==> config.mk <==
export PLATFORM = sky130hd
export DESIGN_NAME = html_numeric_entity_utf8_decoder_core
export DESIGN_NICKNAME = d
export VERILOG_FILES = /design/src/rtl/hnedec_pkg.sv /design/src/rtl/html_numeric_entity_utf8_decoder_core.sv /design/src/rtl/hnedec_front.sv /design/src/rtl/hnedec_job_fifo.sv /design/src/rtl/hnedec_back.sv
export SDC_FILE = /design/constraint.sdc
export NUM_CORES = 1
export LEC_CHECK = 0
export ABC_AREA = 1
export BUFFER_PORTS_ARGS = -buffer_cell sky130_fd_sc_hd__buf_2
export CORE_UTILIZATION = 30
export DETAILED_ROUTE_END_ITERATION = 7
export MAX_ROUTING_LAYER = met4
export REMOVE_ABC_BUFFERS = 1
export SLEW_MARGIN = 5
export SYNTH_ARGS = -nofsm -noshare
export SYNTH_HDL_FRONTEND = slang
export SYNTH_SLANG_ARGS = --single-unit
==> constraint.sdc <==
create_clock -name clk -period 10.8 [get_ports clk]
set_clock_uncertainty 0.05 [all_clocks]
set_input_delay 0.54 -clock clk [delete_from_list [all_inputs] [get_ports clk]]
set_output_delay 0.54 -clock clk [all_outputs]
set_load 0.01 [all_outputs]
==> src/rtl/hnedec_pkg.sv <==
`timescale 1ns / 1ps

package hnedec_pkg;

	localparam int unsigned JOB_DEPTH = 4;

	localparam logic [7:0] TERM_RESET = 8'h22;

	localparam logic [7:0] CH_AMP   = 8'h26;
	localparam logic [7:0] CH_HASH  = 8'h23;
	localparam logic [7:0] CH_SEMI  = 8'h3B;
	localparam logic [7:0] CH_QMARK = 8'h3F;
	localparam logic [7:0] CH_LOW_X = 8'h78;
	localparam logic [7:0] CH_UP_X  = 8'h58;

	localparam logic [20:0] CP_LIMIT = 21'h110000;

	// One decoded job: up to four result words, the count less one, and
	// whether the final word of the job is the end-of-string marker.
	typedef struct packed {
		logic [3:0][7:0] bytes;
		logic [1:0]      cnt_m1;
		logic            ends;
	} job_t;

endpackage

==> src/rtl/html_numeric_entity_utf8_decoder_core.sv <==
`timescale 1ns / 1ps

// Streaming decoder for HTML numeric character references: string bytes go
// in one word per cycle and come out unchanged, except that '&#' digits ';'
// (decimal, or hexadecimal after 'x' or 'X') is replaced by its UTF-8
// encoding of one to four words, and a code point at or above 0x110000 by
// '?'. The byte held in the terminator register (reset 0x22) or a zero byte
// ends the string with a zero word marked end_of_string; last_result marks
// the final word caused by each input byte. The front end takes one input
// word every cycle while the job queue (JOB_DEPTH entries) has room, and a
// byte that only advances a reference pushes no job. The back end delivers
// one result word per cycle while the consumer pops, so a steady run of
// multi-word results is paced by that output path and the input sees full
// once the job queue has filled.
module html_numeric_entity_utf8_decoder_core #(
	parameter int unsigned JOB_DEPTH = hnedec_pkg::JOB_DEPTH
) (
	input  logic       clk,
	input  logic       arst_n,
	input  logic       cfg_we,
	input  logic [7:0] cfg_data,
	input  logic       push,
	output logic       full,
	input  logic [7:0] in_byte,
	output logic       empty,
	input  logic       pop,
	output logic [7:0] out_byte,
	output logic       end_of_string,
	output logic       last_result
);

	hnedec_pkg::job_t wjob, rjob;
	logic             job_push, job_pop, job_full, job_empty;

	hnedec_front u_front (
		.clk      (clk),
		.arst_n   (arst_n),
		.cfg_we   (cfg_we),
		.cfg_data (cfg_data),
		.in_valid (push),
		.in_byte  (in_byte),
		.job_full (job_full),
		.in_full  (full),
		.job_push (job_push),
		.job      (wjob)
	);

	hnedec_job_fifo #(
		.DEPTH (JOB_DEPTH)
	) u_fifo (
		.clk    (clk),
		.arst_n (arst_n),
		.push   (job_push),
		.wdata  (wjob),
		.pop    (job_pop),
		.rdata  (rjob),
		.full   (job_full),
		.empty  (job_empty)
	);

	hnedec_back u_back (
		.clk           (clk),
		.arst_n        (arst_n),
		.job           (rjob),
		.job_empty     (job_empty),
		.job_pop       (job_pop),
		.pop           (pop),
		.empty         (empty),
		.out_byte      (out_byte),
		.end_of_string (end_of_string),
		.last_result   (last_result)
	);

endmodule

==> src/rtl/hnedec_front.sv <==
`timescale 1ns / 1ps

module hnedec_front (
	input  logic              clk,
	input  logic              arst_n,
	input  logic              cfg_we,
	input  logic [7:0]        cfg_data,
	input  logic              in_valid,
	input  logic [7:0]        in_byte,
	input  logic              job_full,
	output logic              in_full,
	output logic              job_push,
	output hnedec_pkg::job_t  job
);

	typedef enum logic [4:0] {
		MODE_PLAIN = 5'b00001,
		MODE_AMP   = 5'b00010,
		MODE_HASH  = 5'b00100,
		MODE_DEC   = 5'b01000,
		MODE_HEX   = 5'b10000
	} mode_t;

	mode_t       mode_q, mode_d;
	logic [20:0] acc_q, acc_d;
	logic [7:0]  term_q;

	logic        accept;
	logic        is_end;
	logic        is_dec, is_hex_letter_lo, is_hex_letter_up;
	logic [3:0]  dec_val, hex_val;
	logic [24:0] next_dec, next_hex;
	logic [20:0] sat_dec, sat_hex;

	logic [3:0][7:0] enc_bytes;
	logic [1:0]      enc_cnt_m1;

	logic [1:0]  pre_n;
	logic        use_plain, use_enc;
	logic        pb_emit, pb_end;
	logic [7:0]  pb_byte;
	logic [2:0]  n_out;

	assign accept  = in_valid && !job_full;
	assign in_full = job_full;
	assign is_end  = (in_byte == 8'h00) || (in_byte == term_q);

	assign is_dec           = (in_byte >= 8'h30) && (in_byte <= 8'h39);
	assign is_hex_letter_lo = (in_byte >= 8'h61) && (in_byte <= 8'h66);
	assign is_hex_letter_up = (in_byte >= 8'h41) && (in_byte <= 8'h46);

	assign dec_val = in_byte[3:0];

	always_comb begin
		if (is_dec) begin
			hex_val = in_byte[3:0];
		end else begin
			// Letters a to f and A to F share the low three bits.
			hex_val = 4'(in_byte[2:0] + 3'd1) + 4'd8;
		end
	end

	// The accumulator saturates at the first value beyond the code space.
	assign next_dec = {1'b0, acc_q, 3'b000} + {3'b000, acc_q, 1'b0} + {21'd0, dec_val};
	assign next_hex = {acc_q, 4'b0000} + {21'd0, hex_val};
	assign sat_dec  = (next_dec >= 25'(hnedec_pkg::CP_LIMIT)) ? hnedec_pkg::CP_LIMIT
		: next_dec[20:0];
	assign sat_hex  = (next_hex >= 25'(hnedec_pkg::CP_LIMIT)) ? hnedec_pkg::CP_LIMIT
		: next_hex[20:0];

	// UTF-8 encoding of the gathered code point.
	always_comb begin
		enc_bytes  = '0;
		enc_cnt_m1 = 2'd0;
		if (acc_q < 21'h80) begin
			enc_bytes[0] = acc_q[7:0];
		end else if (acc_q < 21'h800) begin
			enc_bytes[0] = 8'hC0 | {3'b000, acc_q[10:6]};
			enc_bytes[1] = 8'h80 | {2'b00, acc_q[5:0]};
			enc_cnt_m1   = 2'd1;
		end else if (acc_q < 21'h10000) begin
			enc_bytes[0] = 8'hE0 | {4'b0000, acc_q[15:12]};
			enc_bytes[1] = 8'h80 | {2'b00, acc_q[11:6]};
			enc_bytes[2] = 8'h80 | {2'b00, acc_q[5:0]};
			enc_cnt_m1   = 2'd2;
		end else if (acc_q < hnedec_pkg::CP_LIMIT) begin
			enc_bytes[0] = 8'hF0 | {5'b00000, acc_q[20:18]};
			enc_bytes[1] = 8'h80 | {2'b00, acc_q[17:12]};
			enc_bytes[2] = 8'h80 | {2'b00, acc_q[11:6]};
			enc_bytes[3] = 8'h80 | {2'b00, acc_q[5:0]};
			enc_cnt_m1   = 2'd3;
		end else begin
			enc_bytes[0] = hnedec_pkg::CH_QMARK;
		end
	end

	// Classification: a prefix of zero to two flushed words, then either
	// the plain handling of the byte or the encoded code point (or neither).
	always_comb begin
		mode_d    = mode_q;
		acc_d     = acc_q;
		pre_n     = 2'd0;
		use_plain = 1'b0;
		use_enc   = 1'b0;
		unique case (mode_q) inside
			MODE_AMP: begin
				if (!is_end && in_byte == hnedec_pkg::CH_HASH) begin
					mode_d = MODE_HASH;
					acc_d  = '0;
				end else begin
					pre_n     = 2'd1;
					use_plain = 1'b1;
				end
			end
			MODE_HASH, MODE_DEC, MODE_HEX: begin
				if (is_end) begin
					pre_n     = 2'd2;
					use_plain = 1'b1;
				end else if (in_byte == hnedec_pkg::CH_SEMI) begin
					use_enc = 1'b1;
					mode_d  = MODE_PLAIN;
					acc_d   = '0;
				end else if (mode_q == MODE_HASH && (in_byte == hnedec_pkg::CH_LOW_X
						|| in_byte == hnedec_pkg::CH_UP_X)) begin
					mode_d = MODE_HEX;
				end else if (mode_q == MODE_HEX
						&& (is_dec || is_hex_letter_lo || is_hex_letter_up)) begin
					acc_d = sat_hex;
				end else if (mode_q != MODE_HEX && is_dec) begin
					acc_d  = sat_dec;
					mode_d = MODE_DEC;
				end else begin
					pre_n     = 2'd2;
					use_plain = 1'b1;
				end
			end
			default: begin
				use_plain = 1'b1;
			end
		endcase

		pb_emit = 1'b0;
		pb_end  = 1'b0;
		pb_byte = in_byte;
		if (use_plain) begin
			acc_d = '0;
			if (is_end) begin
				mode_d  = MODE_PLAIN;
				pb_emit = 1'b1;
				pb_end  = 1'b1;
				pb_byte = 8'h00;
			end else if (in_byte == hnedec_pkg::CH_AMP) begin
				mode_d = MODE_AMP;
			end else begin
				mode_d  = MODE_PLAIN;
				pb_emit = 1'b1;
			end
		end
	end

	always_comb begin
		job       = '0;
		n_out     = {1'b0, pre_n} + {2'b00, pb_emit};
		if (use_enc) begin
			job.bytes  = enc_bytes;
			job.cnt_m1 = enc_cnt_m1;
			job_push   = accept;
		end else begin
			job.bytes[0] = hnedec_pkg::CH_AMP;
			job.bytes[1] = hnedec_pkg::CH_HASH;
			case (pre_n)
				2'd0:    job.bytes[0] = pb_byte;
				2'd1:    job.bytes[1] = pb_byte;
				default: job.bytes[2] = pb_byte;
			endcase
			job.cnt_m1 = 2'(n_out - 3'd1);
			job.ends   = pb_end;
			job_push   = accept && (n_out != 3'd0);
		end
	end

	always_ff @(posedge clk or negedge arst_n) begin
		if (!arst_n) begin
			mode_q <= MODE_PLAIN;
			acc_q  <= '0;
			term_q <= hnedec_pkg::TERM_RESET;
		end else begin
			if (accept) begin
				mode_q <= mode_d;
				acc_q  <= acc_d;
			end
			if (cfg_we) begin
				term_q <= cfg_data;
			end
		end
	end

endmodule

==> src/rtl/hnedec_job_fifo.sv <==
`timescale 1ns / 1ps

module hnedec_job_fifo #(
	parameter int unsigned DEPTH = hnedec_pkg::JOB_DEPTH
) (
	input  logic              clk,
	input  logic              arst_n,
	input  logic              push,
	input  hnedec_pkg::job_t  wdata,
	input  logic              pop,
	output hnedec_pkg::job_t  rdata,
	output logic              full,
	output logic              empty
);

	localparam int unsigned PTR_W = $clog2(DEPTH);
	localparam int unsigned CNT_W = $clog2(DEPTH + 1);

	hnedec_pkg::job_t    store_q [DEPTH];
	logic [PTR_W-1:0]    wr_ptr_q, rd_ptr_q;
	logic [CNT_W-1:0]    count_q;
	logic                do_push, do_pop;

	assign full    = (count_q == CNT_W'(DEPTH));
	assign empty   = (count_q == '0);
	assign do_push = push && !full;
	assign do_pop  = pop && !empty;
	assign rdata   = store_q[rd_ptr_q];

	always_ff @(posedge clk) begin
		if (do_push) begin
			store_q[wr_ptr_q] <= wdata;
		end
	end

	always_ff @(posedge clk or negedge arst_n) begin
		if (!arst_n) begin
			wr_ptr_q <= '0;
			rd_ptr_q <= '0;
			count_q  <= '0;
		end else begin
			if (do_push) begin
				wr_ptr_q <= (wr_ptr_q == PTR_W'(DEPTH - 1)) ? '0 : wr_ptr_q + 1'b1;
			end
			if (do_pop) begin
				rd_ptr_q <= (rd_ptr_q == PTR_W'(DEPTH - 1)) ? '0 : rd_ptr_q + 1'b1;
			end
			if (do_push && !do_pop) begin
				count_q <= count_q + 1'b1;
			end else if (do_pop && !do_push) begin
				count_q <= count_q - 1'b1;
			end
		end
	end

endmodule

==> src/rtl/hnedec_back.sv <==
`timescale 1ns / 1ps

module hnedec_back (
	input  logic              clk,
	input  logic              arst_n,
	input  hnedec_pkg::job_t  job,
	input  logic              job_empty,
	output logic              job_pop,
	input  logic              pop,
	output logic              empty,
	output logic [7:0]        out_byte,
	output logic              end_of_string,
	output logic              last_result
);

	logic [1:0] idx_q;
	logic       out_valid_q;
	logic [7:0] out_byte_q;
	logic       eos_q, last_q;
	logic       load, at_last;

	// The output register takes a waiting job word whenever it is free or
	// drained this cycle, so words stream at one per cycle while popped.
	assign load    = !job_empty && (!out_valid_q || pop);
	assign at_last = (idx_q == job.cnt_m1);
	assign job_pop = load && at_last;

	assign empty         = !out_valid_q;
	assign out_byte      = out_byte_q;
	assign end_of_string = eos_q;
	assign last_result   = last_q;

	always_ff @(posedge clk) begin
		if (load) begin
			out_byte_q <= job.bytes[idx_q];
			eos_q      <= at_last && job.ends;
			last_q     <= at_last;
		end
	end

	always_ff @(posedge clk or negedge arst_n) begin
		if (!arst_n) begin
			idx_q       <= '0;
			out_valid_q <= 1'b0;
		end else begin
			if (load) begin
				idx_q       <= at_last ? 2'd0 : idx_q + 2'd1;
				out_valid_q <= 1'b1;
			end else if (pop) begin
				out_valid_q <= 1'b0;
			end
		end
	end

endmodule

==> results.json, run 1 <==
{
  "clock_path_buffers": 2,
  "hold_class": "in -> async",
  "core_mm2": 0.0365,
  "drc": 0,
  "crit_family": "simple AND/OR/NAND/NOR gates",
  "numCtsBuffers": 17,
  "p_sw_frac": 0.355,
  "yosysWarnings": 0,
  "fin_crit_ps": 5020,
  "synthCells": 1312,
  "fill_cells": 3743,
  "antenna_found_initial": 0,
  "pin_count": 33,
  "diodes": 0,
  "peakVddDrop_uv": 115,
  "finalMaxSlewViolations": 0,
  "cts_tree": "yes",
  "reg2reg_from": "u_front.mode_q[2]",
  "slowest_stage": "nand3_1",
  "wl_met1_um": 13800,
  "p_switching_uw": 813,
  "regArea_mm2": 0.00549,
  "synth_edf_count": 146,
  "layoutNonFillerInstCount": 1804,
  "dieArea_mm2": 0.0379,
  "finalPower_uw": 2290,
  "met3_wirelength_um": 1550,
  "routed_wl_um": 29000,
  "ctsRootBufferMaster": "clkbuf_16",
  "ys_top_cells_by_area": "edfxtp_1 (39%), nand2_1 (11%), dfrtp_1 (9.2%)",
  "worstPathRequired_ps": 11070,
  "cp_max_fo": 22,
  "multi_input_area_mm2": 0.00484,
  "pwr-share-seq": 0.437,
  "viasPerCell": 4.96,
  "grt-ovfl-total": 0,
  "synth_top_area_cell": "edfxtp_1",
  "stdcell_area_mm2": 0.0123,
  "h-tree-depth": 4,
  "rows": 70,
  "p_leak_uw": 0.00535,
  "grt_setup_unrepaired": "no",
  "fp.dieW_um": 195,
  "ys.flop_type": "edfxtp_1",
  "finalSetupViolations": 0,
  "syn_area_mm2": 0.0111,
  "place_area_mm2": 0.0117,
  "post_cts_buffers": 0,
  "port_buffers": 32,
  "dp_cells": 1772,
  "crit_start": "in_byte[1]",
  "fmax_mhz": 199,
  "p_int_uw": 1480,
  "dr.pass1.iters": 5,
  "route.met2.wl_um": 13100,
  "combPwrFrac": 0.282,
  "worst_pin_slew_ps": 1110,
  "grt_pass1_vias": 8448,
  "synth_top_area_share": 0.394,
  "status": "finished, final reports clean",
  "fin_tns_setup_ps": 0,
  "ys_seq_area_frac": 0.493,
  "hold_viol": 0,
  "final_nets": 1401,
  "drt-initial-drc-count": 631,
  "dp_hpwl_um": 20400,
  "gp_congestion": 0.900,
  "async_flop_share": 0.232,
  "via_count": 8944,
  "crit_path_start_kind": "input port",
  "initial_core_util": 0.305,
  "cts_hold_buf": 0,
  "crit_type": "in -> reg",
  "ant_nets": 0,
  "syn_avg_cell_area_um2": 8.48,
  "max-cap-violations": 0,
  "cp-end-kind": "register",
  "grt_max_degree": 72,
  "clkPwrFrac": 0.281,
  "ys_ff_latch": 190,
  "clk_latency_ps": 440,
  "cts.reportedPaths.clkPinSlew_ps": 80,
  "path_buf_inv": 7,
  "cts_num_sinks": 190,
  "max-slew-margin-rel": 0.261,
  "cpPeakStageDelay_ps": 690,
  "synth.distinct_cells": 50,
  "cp.arrival_ps": 5290,
  "mostFrequentLayoutCell": "nand2_1",
  "grt_usage": 0.161,
  "routedWlPerCell_um": 16.1,
  "drive_gt1_frac": 0.0831,
  "die_h_um": 195,
  "area_delta_synth_final_pct": 10.7,
  "grt_pass1_wl_um": 46200,
  "cts_resized": 0,
  "p_per_area_mw_per_mm2": 186,
  "final_cell_mix": "nand2_1 (336), nor2_1 (158), inv_1 (149)",
  "fin_crit_sh": 0.465,
  "top_layer": "met4"
}
-- layout make-up --
cell class,count,area share
clock inverter,13,0.0114
tap,468,0.0475
multi-input combinational,918,0.393
timing repair buffer,36,0.0154
inverter,160,0.0489
sequential,190,0.445
clock buffer,19,0.0386
-- flip-flops by register name, summed over array words and instances (netlist names), 2 cells and up --
name / count
u_fifo.store_q: 136
u_front.acc_q: 21
u_back.out_byte: 8
u_front.term_q: 8
u_front.mode_q: 5
u_fifo.count_q: 3
u_back.idx_q: 2
u_fifo.rd_ptr_q: 2
u_fifo.wr_ptr_q: 2
-- cell usage after synthesis (2+ instances only) --
cell,count
inv_2,9
nand2_1,336
a221oi_1,2
nor3_2,2
nand3_1,67
nor2_2,5
o211ai_1,8
nor2_4,3
nand4_1,13
a31oi_1,2
nand3b_1,5
a22oi_1,6
nand2_4,3
nand2_2,4
o21ai_0,120
buf_6,4
clkbuf_1,29
buf_4,7
buf_2,4
dfrtp_1,41
o21ai_1,7
xor2_1,9
dfstp_2,3
edfxtp_1,146
ha_1,54
a21oi_1,26
xnor2_1,8
o221ai_1,16
nor3_1,7
o22ai_1,31
o21bai_1,4
fa_1,3
inv_1,150
nor2_1,162
-- worst reg2reg max path, stage by stage, from the launching register on --
cell and delay (ps):
dfrtp_1 430, nor2_2 170, nand4_1 110, a21oi_1 130, nand3_1 700, nand2_2 310
nand2_2 90, nand2_4 130, inv_4 80, nor2_8 120, nand2_1 70, nand2_1 80
inv_1 50, ha_1 170, ha_1 270, inv_1 40, ha_1 180, nand3_1 80
nand2_1 230, inv_1 210, ha_1 160, inv_1 60, fa_1 370, a21oi_1 140
o21ai_0 130, xor2_1 160
-- power by group through the flow --
| stage | clock [µW] | combinational (µW) | sequential, µW |
|---|---|---|---|
| floorplan | 0 | 384 | 1050 |
| global placement | 0 | 644 | 1020 |
| detailed placement | 0 | 658 | 1020 |
| CTS | 653 | 659 | 1000 |
| global route | 682 | 734 | 1020 |
| finish | 644 | 646 | 1000 |
-- through the flow --
stage / hold WS (ps) / setup slack (ps) / utilization
final: 219 / 5780 / 0.337
after global routing: 255 / 5310 / 0.337
after CTS: 253 / 5820 / 0.337
after detailed placement: 419 / 5370 / 0.321
after global placement: 422 / 5510 / 0.321
after floorplan: 194 / 5820 / -
-- routing by layer --
metal / vias to the layer above / global-route usage
li1: 4422 / -
met1: 4258 / 0.216
met2: 225 / 0.246
met3: 39 / 0.0302
met4: 0 / 0.0450
met5: - / -
-- worst paths after layout --
| check | to | slack, ps | cells after the start |
|---|---|---|---|
| min reg2reg | u_front.mode_q[0] | 440 | 2 |
| min in group clk | u_front.term_q[5] | 260 | 3 |
| max reg2reg | u_fifo.count_q[2] | 5950 | 25 |
| max in group asynchronous | u_fifo.rd_ptr_q[0] | 9760 | 1 |
| min | u_back.out_valid_q | 220 | 1 |
| max | u_fifo.count_q[2] | 5780 | 29 |
-- logic make-up after synthesis --
family	share of synthesized area
and+or+nand+nor	0.234
adders and majority gates	0.0661
AOI/OAI and AO/OA	0.118
xor gates and xnor gates	0.0134
DFF	0.493
buffers and inverters	0.0745
muxes	0.00101
Power figures use the tool's default switching activity.
==> inputs of run 2 (changes only) <==
Clock period 10.8 ns to 5.1 ns, I/O delays scaled along.
==> results.json, run 2 (synthesized netlist as in run 1, its figures left out) <==
{
  "dp_hpwl_um": 20800,
  "grt_usage": 0.164,
  "endpoint": "u_fifo.count_q[2]",
  "cts_hold_buf": 9,
  "rows": 70,
  "max-slew-margin-rel": 0.314,
  "worst-r2r-cell-count": 24,
  "grt_pass1_vias": 8693,
  "ant_nets": 0,
  "cp-end-kind": "register",
  "final_nets": 1418,
  "fin_crit_sh": 0.800,
  "drt-initial-drc-count": 618,
  "finalMaxSlewViolations": 0,
  "cts_num_sinks": 190,
  "hold_viol": 0,
  "area_delta_synth_final_pct": 12.0,
  "grt_setup_unrepaired": "no",
  "core_mm2": 0.0365,
  "clock_path_buffers": 2,
  "dr.pass1.iters": 5,
  "largest_reg_flops": 136,
  "initial_core_util": 0.305,
  "antenna_found_initial": 0,
  "gp_congestion": 0.911,
  "worstPathRequired_ps": 5370,
  "routedWlPerCell_um": 16.1,
  "drc": 0,
  "finalPower_uw": 4870,
  "fp.dieW_um": 195,
  "finalSetupViolations": 0,
  "clk_latency_ps": 440,
  "crit_type": "reg -> reg",
  "port_buffers": 32,
  "reg2reg_from": "u_front.mode_q[0]",
  "viasPerCell": 4.98,
  "die_h_um": 195,
  "fmax_mhz": 245,
  "via_count": 9065,
  "fin_crit_ps": 4080,
  "numCtsBuffers": 17,
  "r2r_end": "u_fifo.count_q[2]",
  "cts.reportedPaths.clkPinSlew_ps": 80,
  "cts_tree": "yes",
  "diodes": 0,
  "status": "finished, final reports clean",
  "grt_pass1_wl_um": 47400,
  "cts_resized": 0,
  "post_cts_buffers": 0,
  "p_per_area_mw_per_mm2": 391,
  "top_regs": "u_fifo.store_q: 136 flops, u_front.acc_q: 21 flops",
  "drive_gt1_frac": 0.0872,
  "ctsRootBufferMaster": "clkbuf_16",
  "grt_max_degree": 71,
  "pin_count": 33,
  "grt-ovfl-total": 0,
  "crit_path_start_kind": "register",
  "hold_class": "in -> reg",
  "max-cap-violations": 0,
  "dieArea_mm2": 0.0379,
  "cp_max_fo": 7,
  "r2r_slack_ps": 1020,
  "peakVddDrop_uv": 262,
  "worst_pin_slew_ps": 1020,
  "crit_start": "u_front.mode_q[0]",
  "p_leak_uw": 0.00543,
  "h-tree-depth": 4,
  "routed_wl_um": 29300,
  "cp.arrival_ps": 4350,
  "final_cell_mix": "nand2_1 (336), nor2_1 (158), inv_1 (149)",
  "max_flop_register": "u_fifo.store_q",
  "mostFrequentLayoutCell": "nand2_1",
  "fin_tns_setup_ps": 0
}
==> run 2: changes by cell type in the layout (fill, tap and decap cells not counted) <==
cell	before	now
inv_8	3	4
clkinvlp_4	3	1
clkbuf_16	19	18
inv_6	2	3
clkinv_4	2	1
clkbuf_1	0	1
inv_4	1	2
buf_4	4	11
buf_12	0	1
dlygate4sd3_1	0	9
==> run 2: how the worst min path moves through the flow <==
stage,startpoint,to,slack (ps),depth (start not counted)
4_1_cts,pop,u_back.out_valid_q,8,4
5_1_grt,pop,u_back.out_valid_q,50,4
3_5_place_dp,arst_n,u_back.idx_q[0],340,2
2_1_floorplan,arst_n,u_back.idx_q[0],-90,0
6_report,pop,u_back.out_valid_q,20,4
3_3_place_gp,arst_n,u_back.idx_q[0],340,2
==> run 2: layout make-up <==
type | instances | area (µm²)
fillers | 3746 | 24100
flip-flops and latches | 190 | 5490
multi-input cells | 918 | 4840
inverters | 160 | 603
well taps | 468 | 586
clock buffers | 19 | 454
repair buffers | 53 | 353
clock inverters | 13 | 143
==> run 2: through the flow <==
| stage | util | hold slack [ps] | instance area, µm² | cells | setup slack, ps |
|---|---|---|---|---|---|
| after global placement | 0.323 | 341 | 11800 | 1780 | 879 |
| after CTS | 0.341 | 8.14 | 12500 | 1821 | 1010 |
| final | 0.341 | 15.5 | 12500 | 1821 | 1020 |
| after global routing | 0.341 | 53.1 | 12500 | 1821 | 643 |
| after floorplan | - | -90.6 | 10900 | 1268 | 404 |
| after detailed placement | 0.323 | 342 | 11800 | 1780 | 800 |
==> run 2: routing by layer <==
layer | routed length, µm | vias to the layer above | track usage | part of all wire
met1 | 14200 | 4334 | 0.221 | 0.48
met3 | 1200 | 38 | 0.0259 | 0.041
li1 | - | 4461 | - | -
met5 | 0 | - | - | 0
met4 | 447 | 0 | 0.0406 | 0.015
met2 | 13500 | 232 | 0.255 | 0.46
==> run 2: power by group <==
group          total [µW]  switching (µW)  internal (µW)
clock network        1340             660            685
logic                1410             988            420
registers            2120            99.4           2020
total                4870            1750           3120
==> run 2: worst max-delay path: stages (launching register included) <==
cell     delay, ps
dfstp_2        560
nor2_1          60
nand2_1         70
inv_1           60
a31oi_1        330
inv_2          140
nand2_4        160
inv_4           80
nor2_8         110
nand2_1         60
nand2_1         70
inv_1           50
ha_1           180
ha_1           270
inv_1           40
ha_1           180
nand3_1         70
nand2_1        230
inv_1          210
ha_1           160
inv_1           60
fa_1           370
a21oi_1        140
o21ai_0        110
xor2_1         150
